===== src/rtl/sdbr_pkg.sv =====
// shared types, codes and helpers for the sd spi block receiver
// no dependencies; imported by every module of the block
package sdbr_pkg;

    localparam int MAX_BLOCK_BYTES = 2048;
    localparam int LEN_W           = $clog2(MAX_BLOCK_BYTES + 1);

    localparam logic [7:0]  FILL_BYTE = 8'hFF;
    localparam logic [15:0] CRC_POLY  = 16'h1021;

    localparam logic [1:0] CMD_ARM  = 2'd0;
    localparam logic [1:0] CMD_BYTE = 2'd1;
    localparam logic [1:0] CMD_TICK = 2'd2;

    localparam logic [1:0] ST_OK      = 2'd0;
    localparam logic [1:0] ST_TIMEOUT = 2'd1;
    localparam logic [1:0] ST_BAD_TOK = 2'd2;
    localparam logic [1:0] ST_CRC_ERR = 2'd3;

    localparam logic [1:0] REG_START_TOKEN = 2'd0;
    localparam logic [1:0] REG_TIMEOUT_MS  = 2'd1;
    localparam logic [1:0] REG_BLOCK_BYTES = 2'd2;
    localparam logic [1:0] REG_CRC_CHECK   = 2'd3;

    localparam int IN_TDATA_W  = 8;
    localparam int IN_TUSER_W  = 2;
    localparam int OUT_TDATA_W = 16;
    localparam int OUT_TUSER_W = 2;
    localparam int CFG_DATA_W  = 16;

    typedef enum logic [4:0] {
        PH_IDLE = 5'b00001,
        PH_WAIT = 5'b00010,
        PH_DATA = 5'b00100,
        PH_CRCH = 5'b01000,
        PH_CRCL = 5'b10000
    } phase_t;

    // zero acts as one, anything above the maximum is clamped
    function automatic logic [LEN_W-1:0] block_len(input logic [11:0] bb);
        logic [LEN_W-1:0] n;
        begin
            if (bb == 12'd0)
            begin
                n = LEN_W'(1);
            end
            else if (int'(bb) > MAX_BLOCK_BYTES)
            begin
                n = LEN_W'(MAX_BLOCK_BYTES);
            end
            else
            begin
                n = LEN_W'(bb);
            end
            return n;
        end
    endfunction

endpackage


===== src/rtl/sdbr_crc16.sv =====
// crc-16 ccitt byte update, msb first, no reflection
// depends on sdbr_pkg for the polynomial
module sdbr_crc16 (
    input  logic [15:0] crc_in,
    input  logic [7:0]  data_in,
    output logic [15:0] crc_out
);
    import sdbr_pkg::*;

    always_comb
    begin
        logic [15:0] c;
        c = crc_in ^ {data_in, 8'h00};
        for (int i = 0; i < 8; i++)
        begin
            if (c[15])
            begin
                c = {c[14:0], 1'b0} ^ CRC_POLY;
            end
            else
            begin
                c = {c[14:0], 1'b0};
            end
        end
        crc_out = c;
    end

endmodule


===== src/rtl/sd_spi_block_receiver_core.sv =====
// sd card spi data block receiver: token hunt, data pass-through, crc-16 check
// depends on sdbr_pkg and sdbr_crc16
//
// usage:
//   s_* channel takes one item per handshake: tuser holds the command
//   (arm, received byte, millisecond tick), tdata the received byte.
//   m_* channel returns exactly one result item per input item: the data
//   byte and status in tdata, the data-valid and done flags in tuser.
//   cfg_* channel writes start token, timeout, block length and crc enable;
//   cfg_ready is always high and a write takes effect on the next cycle.
// path: an accepted item is held in the input register, and its result is then
//   registered in the result register, from which it is presented.
// throughput: one item per cycle unless m_tready stalls a held result; the receive
//   state (phase, byte count, crc, tick count) is updated directly from the input
//   register through the byte-wide crc unit, so consecutive items never wait on each other.
// reset: configuration, control state and valid flags reset at once (data registers
//   are not reset); the receiver is idle, both channels are empty; no clearing pass.
// stall: while m_tready is low the result is held, the input register
//   keeps one more item and s_tready then drops until the result is taken.
module sd_spi_block_receiver_core (
    input  logic                                 clk,
    input  logic                                 rst_n,
    // slave side
    input  logic                                 s_tvalid,
    output logic                                 s_tready,
    input  logic [sdbr_pkg::IN_TDATA_W-1:0]      s_tdata,   // [7:0] rx_byte
    input  logic [sdbr_pkg::IN_TUSER_W-1:0]      s_tuser,   // [1:0] cmd
    // master side
    output logic                                 m_tvalid,
    input  logic                                 m_tready,
    output logic [sdbr_pkg::OUT_TDATA_W-1:0]     m_tdata,   // [7:0] data_byte, [9:8] status
    output logic [sdbr_pkg::OUT_TUSER_W-1:0]     m_tuser,   // [0] data_valid, [1] done_res
    // configuration writes
    input  logic                                 cfg_valid,
    output logic                                 cfg_ready,
    input  logic [1:0]                           cfg_index,
    input  logic [sdbr_pkg::CFG_DATA_W-1:0]      cfg_data
);
    import sdbr_pkg::*;

    // configuration
    logic [7:0]  start_token_reg;
    logic [15:0] timeout_ms_reg;
    logic [11:0] block_bytes_reg;
    logic        crc_check_reg;

    // input stage
    logic        in_valid_reg;
    logic [1:0]  in_cmd_reg;
    logic [7:0]  in_byte_reg;

    // receive state
    phase_t           phase_reg, phase_next;
    logic [LEN_W-1:0] bytes_seen_reg, bytes_seen_next;
    logic [15:0]      crc_reg, crc_next;
    logic [7:0]       crc_high_reg, crc_high_next;
    logic [15:0]      elapsed_reg, elapsed_next;

    // result stage
    logic        out_valid_reg;
    logic [7:0]  data_byte_reg, data_byte_next;
    logic        data_valid_reg, data_valid_next;
    logic        done_reg, done_next;
    logic [1:0]  status_reg, status_next;

    logic             advance;
    logic             fire;
    logic [15:0]      crc_upd;
    logic [LEN_W:0]   count_inc;
    logic [LEN_W-1:0] len;

    assign advance   = !out_valid_reg || m_tready;
    assign fire      = in_valid_reg && advance;
    assign s_tready  = !in_valid_reg || advance;
    assign cfg_ready = 1'b1;

    assign m_tvalid = out_valid_reg;
    assign m_tdata  = {{(OUT_TDATA_W - 10){1'b0}}, status_reg, data_byte_reg};
    assign m_tuser  = {done_reg, data_valid_reg};

    sdbr_crc16 u_crc (
        .crc_in  (crc_reg),
        .data_in (in_byte_reg),
        .crc_out (crc_upd)
    );

    assign len       = block_len(block_bytes_reg);
    assign count_inc = {1'b0, bytes_seen_reg} + {{LEN_W{1'b0}}, 1'b1};

    always_comb
    begin
        phase_next      = phase_reg;
        bytes_seen_next = bytes_seen_reg;
        crc_next        = crc_reg;
        crc_high_next   = crc_high_reg;
        elapsed_next    = elapsed_reg;
        data_byte_next  = 8'h00;
        data_valid_next = 1'b0;
        done_next       = 1'b0;
        status_next     = ST_OK;

        unique case (in_cmd_reg)
            CMD_ARM:
            begin
                phase_next      = PH_WAIT;
                bytes_seen_next = '0;
                crc_next        = 16'h0000;
                crc_high_next   = 8'h00;
                elapsed_next    = 16'h0000;
            end
            CMD_TICK:
            begin
                if (phase_reg == PH_WAIT)
                begin
                    if (elapsed_reg >= timeout_ms_reg)
                    begin
                        done_next   = 1'b1;
                        status_next = ST_TIMEOUT;
                        phase_next  = PH_IDLE;
                    end
                    else
                    begin
                        elapsed_next = elapsed_reg + 16'd1;
                    end
                end
            end
            CMD_BYTE:
            begin
                unique case (phase_reg)
                    PH_WAIT:
                    begin
                        // fill bytes are skipped while hunting for the token
                        if (in_byte_reg != FILL_BYTE)
                        begin
                            if (in_byte_reg == start_token_reg)
                            begin
                                phase_next      = PH_DATA;
                                bytes_seen_next = '0;
                                crc_next        = 16'h0000;
                            end
                            else
                            begin
                                done_next   = 1'b1;
                                status_next = ST_BAD_TOK;
                                phase_next  = PH_IDLE;
                            end
                        end
                    end
                    PH_DATA:
                    begin
                        data_byte_next  = in_byte_reg;
                        data_valid_next = 1'b1;
                        crc_next        = crc_upd;
                        bytes_seen_next = count_inc[LEN_W-1:0];
                        if (count_inc >= {1'b0, len})
                        begin
                            phase_next = PH_CRCH;
                        end
                    end
                    PH_CRCH:
                    begin
                        crc_high_next = in_byte_reg;
                        phase_next    = PH_CRCL;
                    end
                    PH_CRCL:
                    begin
                        done_next  = 1'b1;
                        phase_next = PH_IDLE;
                        if (crc_check_reg && ({crc_high_reg, in_byte_reg} != crc_reg))
                        begin
                            status_next = ST_CRC_ERR;
                        end
                    end
                    default:
                    begin
                        // idle: bytes are ignored
                    end
                endcase
            end
            default:
            begin
                // unused command code: ignored
            end
        endcase
    end

    always_ff @(posedge clk or negedge rst_n)
    begin
        if (!rst_n)
        begin
            start_token_reg <= 8'hFE;
            timeout_ms_reg  <= 16'd300;
            block_bytes_reg <= 12'd512;
            crc_check_reg   <= 1'b1;
        end
        else if (cfg_valid)
        begin
            unique case (cfg_index)
                REG_START_TOKEN: start_token_reg <= cfg_data[7:0];
                REG_TIMEOUT_MS:  timeout_ms_reg  <= cfg_data[15:0];
                REG_BLOCK_BYTES: block_bytes_reg <= cfg_data[11:0];
                REG_CRC_CHECK:   crc_check_reg   <= cfg_data[0];
            endcase
        end
    end

    always_ff @(posedge clk or negedge rst_n)
    begin
        if (!rst_n)
        begin
            in_valid_reg <= 1'b0;
        end
        else if (s_tvalid && s_tready)
        begin
            in_valid_reg <= 1'b1;
        end
        else if (fire)
        begin
            in_valid_reg <= 1'b0;
        end
    end

    always_ff @(posedge clk)
    begin
        if (s_tvalid && s_tready)
        begin
            in_cmd_reg  <= s_tuser[1:0];
            in_byte_reg <= s_tdata[7:0];
        end
    end

    always_ff @(posedge clk or negedge rst_n)
    begin
        if (!rst_n)
        begin
            phase_reg      <= PH_IDLE;
            bytes_seen_reg <= '0;
            crc_reg        <= 16'h0000;
            crc_high_reg   <= 8'h00;
            elapsed_reg    <= 16'h0000;
            out_valid_reg  <= 1'b0;
        end
        else if (fire)
        begin
            phase_reg      <= phase_next;
            bytes_seen_reg <= bytes_seen_next;
            crc_reg        <= crc_next;
            crc_high_reg   <= crc_high_next;
            elapsed_reg    <= elapsed_next;
            out_valid_reg  <= 1'b1;
        end
        else if (m_tready)
        begin
            out_valid_reg <= 1'b0;
        end
    end

    always_ff @(posedge clk)
    begin
        if (fire)
        begin
            data_byte_reg  <= data_byte_next;
            data_valid_reg <= data_valid_next;
            done_reg       <= done_next;
            status_reg     <= status_next;
        end
    end

endmodule


===== config.mk =====
export PLATFORM = sky130hd
export DESIGN_NAME = sd_spi_block_receiver_core
export DESIGN_NICKNAME = d
export VERILOG_FILES = /design/src/rtl/sdbr_pkg.sv /design/src/rtl/sdbr_crc16.sv /design/src/rtl/sd_spi_block_receiver_core.sv
export SDC_FILE = /design/constraint.sdc
export NUM_CORES = 1
export LEC_CHECK = 0
export BUFFER_PORTS_ARGS = -buffer_cell sky130_fd_sc_hd__buf_4
export CORE_MARGIN = 5
export CORE_UTILIZATION = 35
export CTS_BUF_LIST = sky130_fd_sc_hd__clkbuf_2
export DETAILED_ROUTE_END_ITERATION = 10
export PLACE_DENSITY = 0.6
export SETUP_SLACK_MARGIN = 0.4
export SLEW_MARGIN = 20
export SYNTH_ARGS = -nofsm -noshare
export SYNTH_HDL_FRONTEND = slang
export SYNTH_HIERARCHICAL = 1
export SYNTH_SLANG_ARGS = --single-unit

===== constraint.sdc =====
create_clock -name clk -period 2.7 [get_ports clk]
set_clock_uncertainty 0.15 [all_clocks]
set_input_delay 0.405 -clock clk [delete_from_list [all_inputs] [get_ports clk]]
set_output_delay 0.405 -clock clk [all_outputs]
set_load 0.005 [all_outputs]

==> impl_metrics.prom, run 1 <==
# TYPE chip_impl_metric gauge
chip_impl_metric{name="coreArea",unit="sq mm"} 0.0189
chip_impl_metric{name="power.static_leakage",unit="nW"} 3.97
chip_impl_metric{name="htree_levels",unit=""} 4
chip_impl_metric{name="layout-area-overhead-vs-synth",unit="%"} 29.9
chip_impl_metric{name="fillCellCount",unit=""} 1783
chip_impl_metric{name="clkSinkCount",unit=""} 118
chip_impl_metric{name="setup_tns",unit="ns"} -0.233
chip_impl_metric{name="ant_nets",unit=""} 0
chip_impl_metric{name="synth.avg_cell_area",unit="sq um"} 10.8
chip_impl_metric{name="placement.setup.worst_slack",unit="ns"} -0.345
chip_impl_metric{name="global_route.usage.total",unit="%"} 15.3
chip_impl_metric{name="final_cell_area",unit="sq mm"} 0.00880
chip_impl_metric{name="netlist.area_leader.share",unit="%"} 30.3
chip_impl_metric{name="final.period_utilization",unit="%"} 103
chip_impl_metric{name="layout-drive-gt1-share",unit="%"} 33.7
chip_impl_metric{name="drc_errors",unit=""} 0
chip_impl_metric{name="worst_ir_drop_vdd",unit="uV"} 271
chip_impl_info{name="cts.root.buffer_cell",value="sky130_fd_sc_hd__clkbuf_2"} 1
chip_impl_metric{name="grt_first_pass_wirelength",unit="um"} 27300
chip_impl_metric{name="diodes",unit=""} 0
chip_impl_metric{name="clock_power_share",unit="%"} 25.1
chip_impl_metric{name="cts.reportedPaths.clkPinSlew",unit="ns"} 0.19
chip_impl_metric{name="via_count_of_the_first_global_routing_pass",unit=""} 5427
chip_impl_metric{name="first_pass_iters",unit=""} 5
chip_impl_metric{name="synth-edff-count",unit=""} 22
chip_impl_metric{name="report.final.hold_viol_count",unit=""} 0
chip_impl_info{name="path_class",value="reg -> reg"} 1
chip_impl_info{name="hp-class",value="in -> async"} 1
chip_impl_metric{name="vias_per_cell",unit=""} 4.98
chip_impl_metric{name="p_seq_share",unit="%"} 49.4
chip_impl_metric{name="hold-worst-slack",unit="ns"} 0.117
chip_impl_metric{name="port_buffers",unit=""} 46
chip_impl_metric{name="share_of_async_settable_or_async_resettable_flops_after_synthesis",unit="%"} 81.4
chip_impl_metric{name="grt-ovfl-total",unit=""} 0
chip_impl_metric{name="ys_ff_latch",unit=""} 118
chip_impl_metric{name="first_iter_violations",unit=""} 239
chip_impl_metric{name="place_hpwl",unit="um"} 11800
chip_impl_info{name="violations",value="setup timing"} 1
chip_impl_info{name="worstSetupEndpointType",value="flip-flop"} 1
chip_impl_metric{name="antenna_found_initial",unit=""} 0
chip_impl_metric{name="ioPinCount",unit=""} 54
chip_impl_metric{name="drv_slew",unit=""} 0
chip_impl_metric{name="max_slew_margin",unit="%"} 45.3
chip_impl_metric{name="floorplan.initialDensity",unit="%"} 35.9
chip_impl_metric{name="placementRows",unit=""} 50
chip_impl_metric{name="post-route-util",unit="%"} 46.6
chip_impl_info{name="postSynth.topFlopCell",value="sky130_fd_sc_hd__dfrtp_1"} 1
chip_impl_metric{name="p_switching",unit="mW"} 1.38
chip_impl_info{name="result_of_the_run",value="finished with violations"} 1
chip_impl_info{name="start_kind",value="flip-flop"} 1
chip_impl_metric{name="synth_sequential_area_ratio",unit="%"} 45.5
chip_impl_metric{name="synth.cell_area",unit="sq mm"} 0.00678
chip_impl_metric{name="fp.dieH",unit="um"} 149
chip_impl_metric{name="grt_start_max_net_pins",unit=""} 53
chip_impl_metric{name="finalCriticalPeriod",unit="ns"} 2.77
chip_impl_metric{name="timing.max_cap.violations",unit=""} 0
chip_impl_info{name="synth.largest_area_cell",value="sky130_fd_sc_hd__dfrtp_1"} 1
chip_impl_metric{name="clock_path_buffers",unit=""} 2
chip_impl_metric{name="cp_data_arrival_time",unit="ns"} 3.22
chip_impl_metric{name="setup_violations",unit=""} 5
chip_impl_metric{name="swShare",unit="%"} 31.3
chip_impl_metric{name="avgRoutedWirePerCell",unit="um"} 16.1
chip_impl_metric{name="comb_power_share",unit="%"} 25.5
chip_impl_metric{name="syn-instance-count",unit=""} 627
chip_impl_info{name="grt_setup_unrepaired",value="true"} 1
chip_impl_metric{name="place.gp.congestion",unit=""} 0.838
chip_impl_metric{name="placement.cell_area",unit="sq mm"} 0.00772
chip_impl_metric{name="cellInternalPower",unit="mW"} 3.03
chip_impl_metric{name="ys_types",unit=""} 72
chip_impl_metric{name="minimum_setup_slack_in_the_final_design",unit="ns"} -0.0687
chip_impl_metric{name="fp.dieArea",unit="sq mm"} 0.0222
chip_impl_info{name="mostFrequentLayoutCells",value="sky130_fd_sc_hd__buf_4 (98), sky130_fd_sc_hd__dfrtp_1 (82), sky130_fd_sc_hd__inv_1 (56)"} 1
chip_impl_metric{name="slew_worst_pin",unit="ns"} 0.818
chip_impl_info{name="final_common_cell",value="sky130_fd_sc_hd__buf_4"} 1
chip_impl_metric{name="cp_max_fo",unit=""} 5
chip_impl_metric{name="cp_data_required_time",unit="ns"} 3.15
chip_impl_metric{name="clock_latency",unit="ns"} 0.70
chip_impl_info{name="ys_top_cells_by_area",value="sky130_fd_sc_hd__dfrtp_1 (30%), sky130_fd_sc_hd__edfxtp_1 (9.7%), sky130_fd_sc_hd__ha_1 (6.3%)"} 1
chip_impl_metric{name="ys_warn_count",unit=""} 6
chip_impl_metric{name="maxClockFrequency",unit="GHz"} 0.361
chip_impl_metric{name="nets_final",unit=""} 837
chip_impl_metric{name="chipWidth",unit="um"} 149
chip_impl_metric{name="via_count",unit=""} 5198
chip_impl_metric{name="powerDensity",unit="mW/mm^2"} 501
chip_impl_metric{name="wl",unit="um"} 16800
chip_impl_info{name="clock_tree_from_tritoncts",value="done"} 1
chip_impl_metric{name="cts_buffers",unit=""} 17
## worst max-delay path: stages (launching register included)
cell	delay [ns]
sky130_fd_sc_hd__dfrtp_1	0.45
sky130_fd_sc_hd__and2_4	0.17
sky130_fd_sc_hd__and4_4	0.26
sky130_fd_sc_hd__nand3_4	0.08
sky130_fd_sc_hd__xnor2_2	0.16
sky130_fd_sc_hd__ha_1	0.32
sky130_fd_sc_hd__nor2b_2	0.18
sky130_fd_sc_hd__a2111oi_4	0.24
sky130_fd_sc_hd__o311ai_4	0.18
sky130_fd_sc_hd__o211ai_4	0.16
sky130_fd_sc_hd__mux2_4	0.33
## stage by stage
step | std cells | total power, mW
after floorplan | 632 | 2.78
after global placement | 960 | 3.08
after detailed placement | 960 | 3.12
after CTS | 1033 | 4.36
after global routing | 1043 | 4.66
final | 1043 | 4.41
## final timing paths
path / cells past startpoint / to / slack [ns] / startpoint
worst max register to register: 10 / phase_reg[2] / -0.07 / bytes_seen_reg[1]
max in group asynchronous: 3 / start_token_reg[4] / 1.54 / rst_n
worst max-delay path: 10 / phase_reg[2] / -0.07 / bytes_seen_reg[1]
worst min-delay path: 2 / crc_reg[9] / 0.12 / rst_n
min in group clk: 2 / in_byte_reg[0] / 0.25 / s_tdata[0]
worst min register to register: 1 / timeout_ms_reg[6] / 0.38 / timeout_ms_reg[6]
## power by group through the flow
stage	combinational, mW	clock (mW)	sequential [mW]
floorplan	0.602	0	2.17
global placement	0.874	0	2.21
detailed placement	0.908	0	2.22
CTS	1.04	1.14	2.17
global route	1.24	1.22	2.20
finish	1.12	1.11	2.18
## synth_stat cells, drive strengths merged (3+ instances only)
cell type	number
xor3	4
a211oi	4
buf	14
edfxtp	22
nor2	9
nand3	46
nand3b	3
nor2b	3
nor3	5
and3	11
and2	12
a21oi	18
o21ai	49
o211ai	6
o2bb2ai	4
inv	57
xor2	32
nand2b	11
or4	4
or3	6
xnor2	19
nand4	6
clkbuf	11
dfrtp	82
a32oi	3
mux2i	3
dfstp	14
nor4	12
ha	34
nand2	42
mux2	41
and4	5
xnor3	5
## metal layers
metal	share of wire (%)	up-vias	GRT usage (%)
met3	3.4	27	3.52
met4	2.1	0	5.58
met5	0	-	0
met1	45	2567	19.5
met2	50	112	25.5
li1	-	2492	-
## kinds of logic after synthesis
group                    Yosys count  share of synthesized area [%]
adder cells (fa/ha/maj)           34                           6.28
flip-flops                       118                           45.5
AND/OR/NAND/NOR                  182                           14.7
buffers and inverters             83                           5.48
multiplexers                      44                           7.48
XOR/XNOR                          60                           10.4
other                              2                          0.111
AO/OA/AOI/OAI                    104                           10.1
## layout make-up
class	count	area [sq um]	area share [%]
clock buffers	20	100	1.14
clock inverters	12	111	1.26
inverters	58	218	2.47
multi-input cells	432	3730	42.4
flip-flops and latches	118	3080	35.0
well taps	260	325	3.70
repair buffers	143	1240	14.0
## repair_timing
action	in CTS	in global routing
buffers inserted	7	10
endpoints found under the setup margin	51	52
pin swaps	17	23
resized for setup	37	41
hold endpoints to repair	97	0
gates cloned	1	0
hold buffers	33	0
Power figures use the tool's default switching activity.
==> run 2: changes to the inputs <==
--- a/config.mk
+++ b/config.mk
@@ -7,10 +7,10 @@
 export LEC_CHECK = 0
 export BUFFER_PORTS_ARGS = -buffer_cell sky130_fd_sc_hd__buf_4
 export CORE_MARGIN = 5
-export CORE_UTILIZATION = 35
+export CORE_UTILIZATION = 42
 export CTS_BUF_LIST = sky130_fd_sc_hd__clkbuf_2
 export DETAILED_ROUTE_END_ITERATION = 10
-export PLACE_DENSITY = 0.6
+export PLACE_DENSITY = 0.69
 export SETUP_SLACK_MARGIN = 0.4
 export SLEW_MARGIN = 20
 export SYNTH_ARGS = -nofsm -noshare
==> impl_metrics.prom, run 2 (synthesized netlist as in run 1, its figures left out) <==
# TYPE chip_impl_metric gauge
chip_impl_metric{name="floorplan.initialDensity",unit="%"} 42.7
chip_impl_metric{name="cts_buffers",unit=""} 17
chip_impl_metric{name="cts.reportedPaths.clkPinSlew",unit="ns"} 0.19
chip_impl_metric{name="total_power",unit="mW"} 4.64
chip_impl_metric{name="number_of_buffer_and_inverter_instances_along_the_worst_setup_path",unit=""} 2
chip_impl_metric{name="chipWidth",unit="um"} 137
chip_impl_metric{name="grt-ovfl-total",unit=""} 0
chip_impl_info{name="clock_tree_from_tritoncts",value="done"} 1
chip_impl_metric{name="drv_slew",unit=""} 0
chip_impl_metric{name="vias_per_cell",unit=""} 5.30
chip_impl_info{name="top_routing_layer_in_use",value="met4"} 1
chip_impl_metric{name="powerDensity",unit="mW/mm^2"} 519
chip_impl_metric{name="avgRoutedWirePerCell",unit="um"} 16.9
chip_impl_metric{name="placementRows",unit=""} 46
chip_impl_info{name="critical_path.most_common_cell",value="sky130_fd_sc_hd__ha_4"} 1
chip_impl_metric{name="place_hpwl",unit="um"} 11800
chip_impl_info{name="final_common_cell",value="sky130_fd_sc_hd__buf_4"} 1
chip_impl_metric{name="slew_worst_pin",unit="ns"} 0.815
chip_impl_metric{name="maxClockFrequency",unit="GHz"} 0.354
chip_impl_metric{name="diodes",unit=""} 0
chip_impl_info{name="start_kind",value="flip-flop"} 1
chip_impl_metric{name="via_count",unit=""} 5339
chip_impl_info{name="path_class",value="reg -> reg"} 1
chip_impl_metric{name="ant_nets",unit=""} 0
chip_impl_metric{name="post-route-util",unit="%"} 56.2
chip_impl_metric{name="place.gp.congestion",unit=""} 0.893
chip_impl_metric{name="detailroute.wirelength.met2",unit="um"} 8610
chip_impl_metric{name="clock_path_buffers",unit=""} 2
chip_impl_metric{name="max_slew_margin",unit="%"} 45.5
chip_impl_metric{name="cp_slowest_stage_delay",unit="ns"} 0.44
chip_impl_info{name="mostFrequentLayoutCells",value="sky130_fd_sc_hd__buf_4 (111), sky130_fd_sc_hd__dfrtp_1 (81), sky130_fd_sc_hd__inv_1 (56)"} 1
chip_impl_metric{name="via_count_of_the_first_global_routing_pass",unit=""} 5515
chip_impl_metric{name="layout-drive-gt1-share",unit="%"} 34.8
chip_impl_info{name="critical_path.cell_chain",value="ha_4 -> and4_4 -> buf_6 -> nand2_4 -> xnor2_4 -> ha_4 -> buf_4 -> nand4_1 -> o311ai_4 -> o211ai_4 -> mux2_4"} 1
chip_impl_info{name="worstSetupEndpointType",value="flip-flop"} 1
chip_impl_metric{name="report.final.hold_viol_count",unit=""} 0
chip_impl_info{name="violations",value="setup timing"} 1
chip_impl_metric{name="grt_start_max_net_pins",unit=""} 41
chip_impl_metric{name="port_buffers",unit=""} 46
chip_impl_info{name="cts.root.buffer_cell",value="sky130_fd_sc_hd__clkbuf_2"} 1
chip_impl_metric{name="grt_first_pass_wirelength",unit="um"} 27000
chip_impl_metric{name="cp_max_fo",unit=""} 5
chip_impl_metric{name="first_pass_iters",unit=""} 5
chip_impl_metric{name="finalCriticalPeriod",unit="ns"} 2.82
chip_impl_metric{name="worst_ir_drop_vdd",unit="uV"} 310
chip_impl_metric{name="first_iter_violations",unit=""} 347
chip_impl_metric{name="dpl.cell_count",unit=""} 921
chip_impl_metric{name="layout-area-overhead-vs-synth",unit="%"} 31.8
chip_impl_info{name="grt_setup_unrepaired",value="true"} 1
chip_impl_metric{name="routedLengthMet1",unit="um"} 7280
chip_impl_metric{name="fp.dieArea",unit="sq mm"} 0.0188
chip_impl_metric{name="met3_wirelength",unit="um"} 740
chip_impl_metric{name="post_layout_nonfiller_instances",unit=""} 1008
chip_impl_metric{name="timing.max_cap.violations",unit=""} 0
chip_impl_metric{name="nets_final",unit=""} 846
chip_impl_info{name="slowest_stage_cell_crit_path",value="sky130_fd_sc_hd__dfrtp_1"} 1
chip_impl_metric{name="antenna_found_initial",unit=""} 0
chip_impl_info{name="hp-class",value="in -> async"} 1
chip_impl_info{name="result_of_the_run",value="finished with violations"} 1
chip_impl_metric{name="htree_levels",unit=""} 4
chip_impl_metric{name="clkSinkCount",unit=""} 118
chip_impl_metric{name="global_route.usage.total",unit="%"} 18.3
chip_impl_metric{name="cp_data_required_time",unit="ns"} 3.14
chip_impl_info{name="crit_path_max_delay_family",value="compound AO/OA/AOI/OAI gates"} 1
chip_impl_metric{name="cp_data_arrival_time",unit="ns"} 3.26
chip_impl_metric{name="minimum_setup_slack_in_the_final_design",unit="ns"} -0.123
chip_impl_metric{name="setup_violations",unit=""} 5
chip_impl_metric{name="ioPinCount",unit=""} 54
chip_impl_metric{name="fp.dieH",unit="um"} 137
chip_impl_metric{name="coreArea",unit="sq mm"} 0.0159
chip_impl_metric{name="final.period_utilization",unit="%"} 105
chip_impl_metric{name="drc_errors",unit=""} 0
chip_impl_metric{name="wl",unit="um"} 17000
chip_impl_metric{name="fillCellCount",unit=""} 1327
chip_impl_metric{name="clock_latency",unit="ns"} 0.71
chip_impl_metric{name="hold-worst-slack",unit="ns"} 0.0384
chip_impl_metric{name="power.static_leakage",unit="nW"} 4.06
run 2: cell count changes in the layout (fill, tap and decap cells not counted), sizes merged:
cell    before  now
bufinv       2    4
clkinv       9    6
clkbuf      20   21
buf        110  119
run 2: power by group:
group	internal [mW]	total, mW	switching (mW)
Combinational	0.612	1.18	0.570
Clock	0.612	1.28	0.667
Sequential	2.03	2.17	0.144
Total	3.25	4.64	1.38
run 2: layout make-up:
type | count | area [sq um] | area share (%)
multi-input combinational | 432 | 3820 | 42.8
clock inverter | 11 | 156 | 1.75
clock buffer | 21 | 105 | 1.18
inverter | 58 | 218 | 2.44
timing repair buffer | 152 | 1280 | 14.3
sequential | 118 | 3080 | 34.5
tap | 216 | 270 | 3.03
run 2: final timing paths:
kind	startpoint	end	slack (ns)	depth (start not counted)
setup / recovery	bytes_seen_reg[1]	phase_reg[2]	-0.12	11
hold / removal	rst_n	crc_reg[9]	0.04	2
setup reg to reg	bytes_seen_reg[1]	phase_reg[2]	-0.12	11
hold reg to reg	timeout_ms_reg[14]	timeout_ms_reg[14]	0.38	1
max in group asynchronous	rst_n	crc_check_reg	1.60	3
min in group clk	s_tdata[5]	in_byte_reg[5]	0.28	2
run 2: stage by stage:
step / worst slack [ns] / setup TNS [ns] / area, sq um
floorplan: -0.0349 / -0.105 / 6840
global placement: -0.203 / -0.927 / 7710
detailed placement: -0.306 / -1.42 / 7710
CTS: -0.141 / -0.576 / 8580
global route: -0.181 / -0.833 / 8930
finish: -0.123 / -0.481 / 8930
run 2: per-layer routing:
metal	GRT usage (%)	up-vias
li1	-	2525
met1	23.0	2631
met2	31.3	152
met3	4.12	31
met4	6.04	0
met5	0	-
run 2: worst register-to-register path, stage by stage, from the launching register on:
cell and delay [ns]:
sky130_fd_sc_hd__dfrtp_1 0.44, sky130_fd_sc_hd__ha_4 0.16, sky130_fd_sc_hd__and4_4 0.25, sky130_fd_sc_hd__buf_6 0.12
sky130_fd_sc_hd__nand2_4 0.06, sky130_fd_sc_hd__xnor2_4 0.15, sky130_fd_sc_hd__ha_4 0.27, sky130_fd_sc_hd__buf_4 0.10
sky130_fd_sc_hd__nand4_1 0.15, sky130_fd_sc_hd__o311ai_4 0.35, sky130_fd_sc_hd__o211ai_4 0.18, sky130_fd_sc_hd__mux2_4 0.34
run 2: what timing repair did:
action                                  CTS  global route
resized for setup                        37            45
pin swaps                                19            28
cloned                                    0             1
hold endpoints to repair                131             0
setup buffers                             8            13
endpoints found under the setup margin   51            52
hold buffers                             33             0
